$ cat src/design/fdd_pkg.sv
// Shared types, widths and codes for the finite difference derivative block.
package fdd_pkg;

   // Field widths of the sample and result transactions.
   localparam int SAMPLE_WIDTH = 32;
   localparam int FRAC_BITS    = 16;
   localparam int OUT_WIDTH    = 48;
   localparam int INV_WIDTH    = 32;

   // Stencil sums reach twelve times a sample, so five guard bits cover them.
   localparam int NUM_WIDTH  = SAMPLE_WIDTH + 5;
   localparam int MAG_WIDTH  = SAMPLE_WIDTH + 4;
   localparam int PROD_WIDTH = MAG_WIDTH + 2 * INV_WIDTH;

   // Multiplier limb width and pipeline depths.
   localparam int LIMB_WIDTH    = 32;
   localparam int MUL_LATENCY   = 2;
   localparam int SCALE_LATENCY = 2 * MUL_LATENCY + 2;

   // Window length and the most results one sample can cause.
   localparam int WINDOW_DEPTH = 4;
   localparam int MAX_JOBS     = 4;
   localparam int QUEUE_DEPTH  = 2;

   // Register map: the index is the word address bit above the byte lanes.
   localparam int   CSR_ADDR_WIDTH  = 3;
   localparam logic REG_INV_SPACING = 1'b0;
   localparam logic [INV_WIDTH-1:0] INV_SPACING_RESET = INV_WIDTH'(1) << FRAC_BITS;

   typedef enum logic [1:0] {
      ST_OK          = 2'd0,
      ST_NO_SECOND   = 2'd1,
      ST_TOO_FEW     = 2'd2,
      ST_BAD_SPACING = 2'd3
   } status_type;

   // Final right shift applied after scaling.
   typedef enum logic [1:0] {
      SH_UNIT   = 2'd0,
      SH_HALF   = 2'd1,
      SH_SQUARE = 2'd2
   } shift_type;

   typedef struct packed {
      logic signed [SAMPLE_WIDTH-1:0] sample;
      logic                           end_of_vector;
   } req_payload_type;

   typedef struct packed {
      logic signed [OUT_WIDTH-1:0] first_deriv;
      logic signed [OUT_WIDTH-1:0] second_deriv;
      logic [1:0]                  status;
      logic                        final_point;
   } rsp_payload_type;

   // One window cell: a sample and whether it belongs to the current vector.
   typedef struct packed {
      logic signed [SAMPLE_WIDTH-1:0] sample;
      logic                           occupied;
   } cell_type;

   // One pending result: both stencil sums and the sideband that goes with them.
   typedef struct packed {
      logic signed [NUM_WIDTH-1:0] num_first;
      logic signed [NUM_WIDTH-1:0] num_second;
      shift_type                   first_shift;
      status_type                  status;
      logic                        final_point;
   } job_type;

endpackage

$ cat src/design/fdd_cell.sv
// One cell of the sample window chain.
module fdd_cell (
   input  logic              clock,
   input  logic              reset,
   input  logic              shift,
   input  logic              clear,
   input  fdd_pkg::cell_type shift_in,
   output fdd_pkg::cell_type state
);

   fdd_pkg::cell_type state_ff;
   fdd_pkg::cell_type state_in;

   // Take the neighbour's sample on each transaction; empty the cell at a vector end.
   always_comb begin
      state_in = state_ff;
      if (shift) begin
         if (clear) begin
            state_in = '0;
         end else begin
            state_in = shift_in;
         end
      end
   end

   always_ff @(posedge clock) begin
      if (reset) begin
         state_ff <= '0;
      end else begin
         state_ff <= state_in;
      end
   end

   assign state = state_ff;

endmodule

$ cat config.mk
export PLATFORM = sky130hd
export DESIGN_NAME = fdd_cell
export DESIGN_NICKNAME = d
export VERILOG_FILES = /design/src/design/fdd_pkg.sv /design/src/design/fdd_cell.sv
export SDC_FILE = /design/constraint.sdc
export NUM_CORES = 1
export LEC_CHECK = 0
export ABC_AREA = 1
export BUFFER_PORTS_ARGS = -buffer_cell sky130_fd_sc_hd__buf_2
export CAP_MARGIN = 20
export CORE_MARGIN = 2
export CORE_UTILIZATION = 49
export CTS_BUF_LIST = sky130_fd_sc_hd__clkbuf_8
export CTS_CLUSTER_DIAMETER = 30
export DETAILED_ROUTE_END_ITERATION = 12
export PLACE_DENSITY = 0.87
export SLEW_MARGIN = 20
export SYNTH_ARGS = -nofsm -noshare
export SYNTH_HDL_FRONTEND = slang
export SYNTH_SLANG_ARGS = --single-unit
$ cat constraint.sdc
create_clock -name clock -period 1.5 [get_ports clock]
set_input_delay 0.375 -clock clock [delete_from_list [all_inputs] [get_ports clock]]
set_output_delay 0.375 -clock clock [all_outputs]
set_load 0.05 [all_outputs]
==> reports/metrics.cfg <==
[outcome]
status = completed

[die]
die_h_um = 55.0
core_mm2 = 0.00248
dieWidth_um = 55.0
num_rows = 18
initial_core_util = 0.514
num_io_pins = 70
fp.dieArea_mm2 = 0.00302

[placement]
post_dp_cell_area_mm2 = 0.00160
dp_hpwl_um = 2090
dp_slack_ns = 0.432
io_buffers = 69
gp_congestion = 0.681

[synth]
synth.distinct_cells = 11
syn_nets = 185
yosys_warnings = 0
synthCells = 148
syn_avg_cell_area_um2 = 8.61
synth_area_mm2 = 0.00127
synth-xor-area-share = 0
synth-seq-area-share = 0.519
synthMuxAreaShare = 0
synth-compound-area-share = 0.156
synth-simple-area-share = 0.227
synth_fa_ha_area_frac = 0
ys_seq_elements = 33
synth_top_family_by_area = simple AND/OR/NAND/NOR gates

[finish]
nets = 251
final_util = 0.684
antenna_cells = 0
layout_commonest_cell = buf_2
largest_reg_flops = 33
syn_to_final_growth_pct = 33.1
mostFrequentLayoutCells = 69 x buf_2, 33 x nand3_1, 33 x nand2_1, 33 x dfxtp_1, 24 x a21oi_1
postLayoutCellArea_mm2 = 0.00170
drive_gt1_frac = 0.428

[setup_path]
crit_required_ns = 1.12
worst-path-buf-inv = 1
startpoint_type = flop
worst_r2r_path_depth = 2
r2r_setup_slack_ns = 0.88
path_class = flop to output pin
slowest_stage = dfxtp_1
crit_family = flip-flops
crit_fanout = 2
r2r-start = state[24]
cp_cell_sequence = buf_2
r2r_end = state[24]
endpoint_kind = output pin
crit_arrival_ns = 0.90
slowest_delay_ns = 0.34

[min_path]
hp-class = primary input to flop
hp-start = shift_in[13]
whs_endpoint = state[13]
min_path_cells = 3

[pwr]
cellLeakagePower_nw = 0.775
power_per_cell_area_mw_per_mm2 = 1150
ir_drop_v = 0.000937

[timing]
setup_violations = 0
slew_headroom = 0.825
min_period_ns = 1.27
fin_ws_ns = 0.230
skew_ns = 0
fin_setup_tns_ns = 0
period_share = 0.847
rsz0062_at_grt = no
fmaxAchievable_ghz = 0.787
holdWs_ns = 0.345
maxSlewViolCount = 0
finalHoldViolCount = 0
tightest_slew_ns = 0.264

[clock_network]
cts_made_buffers = 5
worstSkewPairLatency_ns = 0.28
ctsHoldBuffers = 0
cts_tree = yes
cts_resized = 0
post-cts-setup-buffers = 0
root_buffer = clkbuf_8
htreeDepth = 2
clk_pin_slew_ns = 0.07
cts_sinks = 33
cts.path.max_buffers = 2

[drt]
wl_per_cell_um = 12.8
drc = 0
vias_per_cell = 5.05
first_pass_iters = 4
ant_nets = 0
drt-initial-drc-count = 11
routed_wl_um = 3120
vias = 1238

[flow_run]
cap_violations = 0

[grt]
grt_antenna_before_repair = 0
grt_use_total = 0.219
grt_pass1_wl_um = 4550
grt_overflow_total = 0
grt_max_degree = 34
grt_pass1_vias = 1024

[where the power goes]
| part | internal [mW] | switching [mW] | leakage [nW] |
|---|---|---|---|
| Combinational | 0.0980 | 0.223 | 0.454 |
| Clock | 0.371 | 0.325 | 0.0512 |
| Sequential | 0.910 | 0.0163 | 0.269 |
| Total | 1.38 | 0.565 | 0.775 |
[worst max path at each step]
stage | slack, ns | end | startpoint | cells after the start
2_1_floorplan | 0.52 | state[0] | state[0] | 0
3_3_place_gp | 0.48 | state[11] | shift | 4
3_5_place_dp | 0.43 | state[24] | shift | 4
4_1_cts | 0.22 | state[24] | state[24] | 1
5_1_grt | 0.18 | state[24] | state[24] | 1
6_report | 0.23 | state[27] | state[27] | 1
[layer usage]
layer / up-vias / global-route usage / wire [µm]
li1: 628 / - / -
met1: 560 / 0.263 / 1360
met2: 46 / 0.351 / 1500
met3: 4 / 0.0780 / 230
met4: 0 / 0.0976 / 31
met5: - / 0 / 0
[cells in the mapped netlist]
cell | instances | area [µm²]
clkinv_4 | 1 | 8.76
a21oi_2 | 9 | 78.8
inv_2 | 1 | 3.75
buf_2 | 5 | 25.0
dfxtp_1 | 33 | 661
clkbuf_1 | 1 | 3.75
clkbuf_2 | 1 | 5.00
a21oi_1 | 24 | 120
nand3_1 | 33 | 165
nand2_1 | 33 | 124
buf_6 | 7 | 78.8
[cells by family (layout without fill, tap and decap cells)]
| logic type | count (synthesis) | count (layout) |
|---|---|---|
| AO/OA/AOI/OAI | 33 | 33 |
| buffers and inverters | 16 | 83 |
| flip-flops | 33 | 33 |
| AND/OR/NAND/NOR | 66 | 66 |
[cell type report]
cell class | count | area, µm²
inverters | 2 | 12.5
flip-flops and latches | 33 | 661
repair buffers | 73 | 400
clock buffers | 6 | 82.6
clock inverters | 2 | 13.8
well taps | 30 | 37.5
fillers | 214 | 782
multi-input cells | 99 | 488
[per-stage QoR]
step,power (mW),std cells
after global routing,2.03,245
after CTS,1.96,245
after floorplan,1.18,148
final,1.94,245
after global placement,1.26,237
after detailed placement,1.27,237
Note: power is estimated with default switching activity, not from simulation.
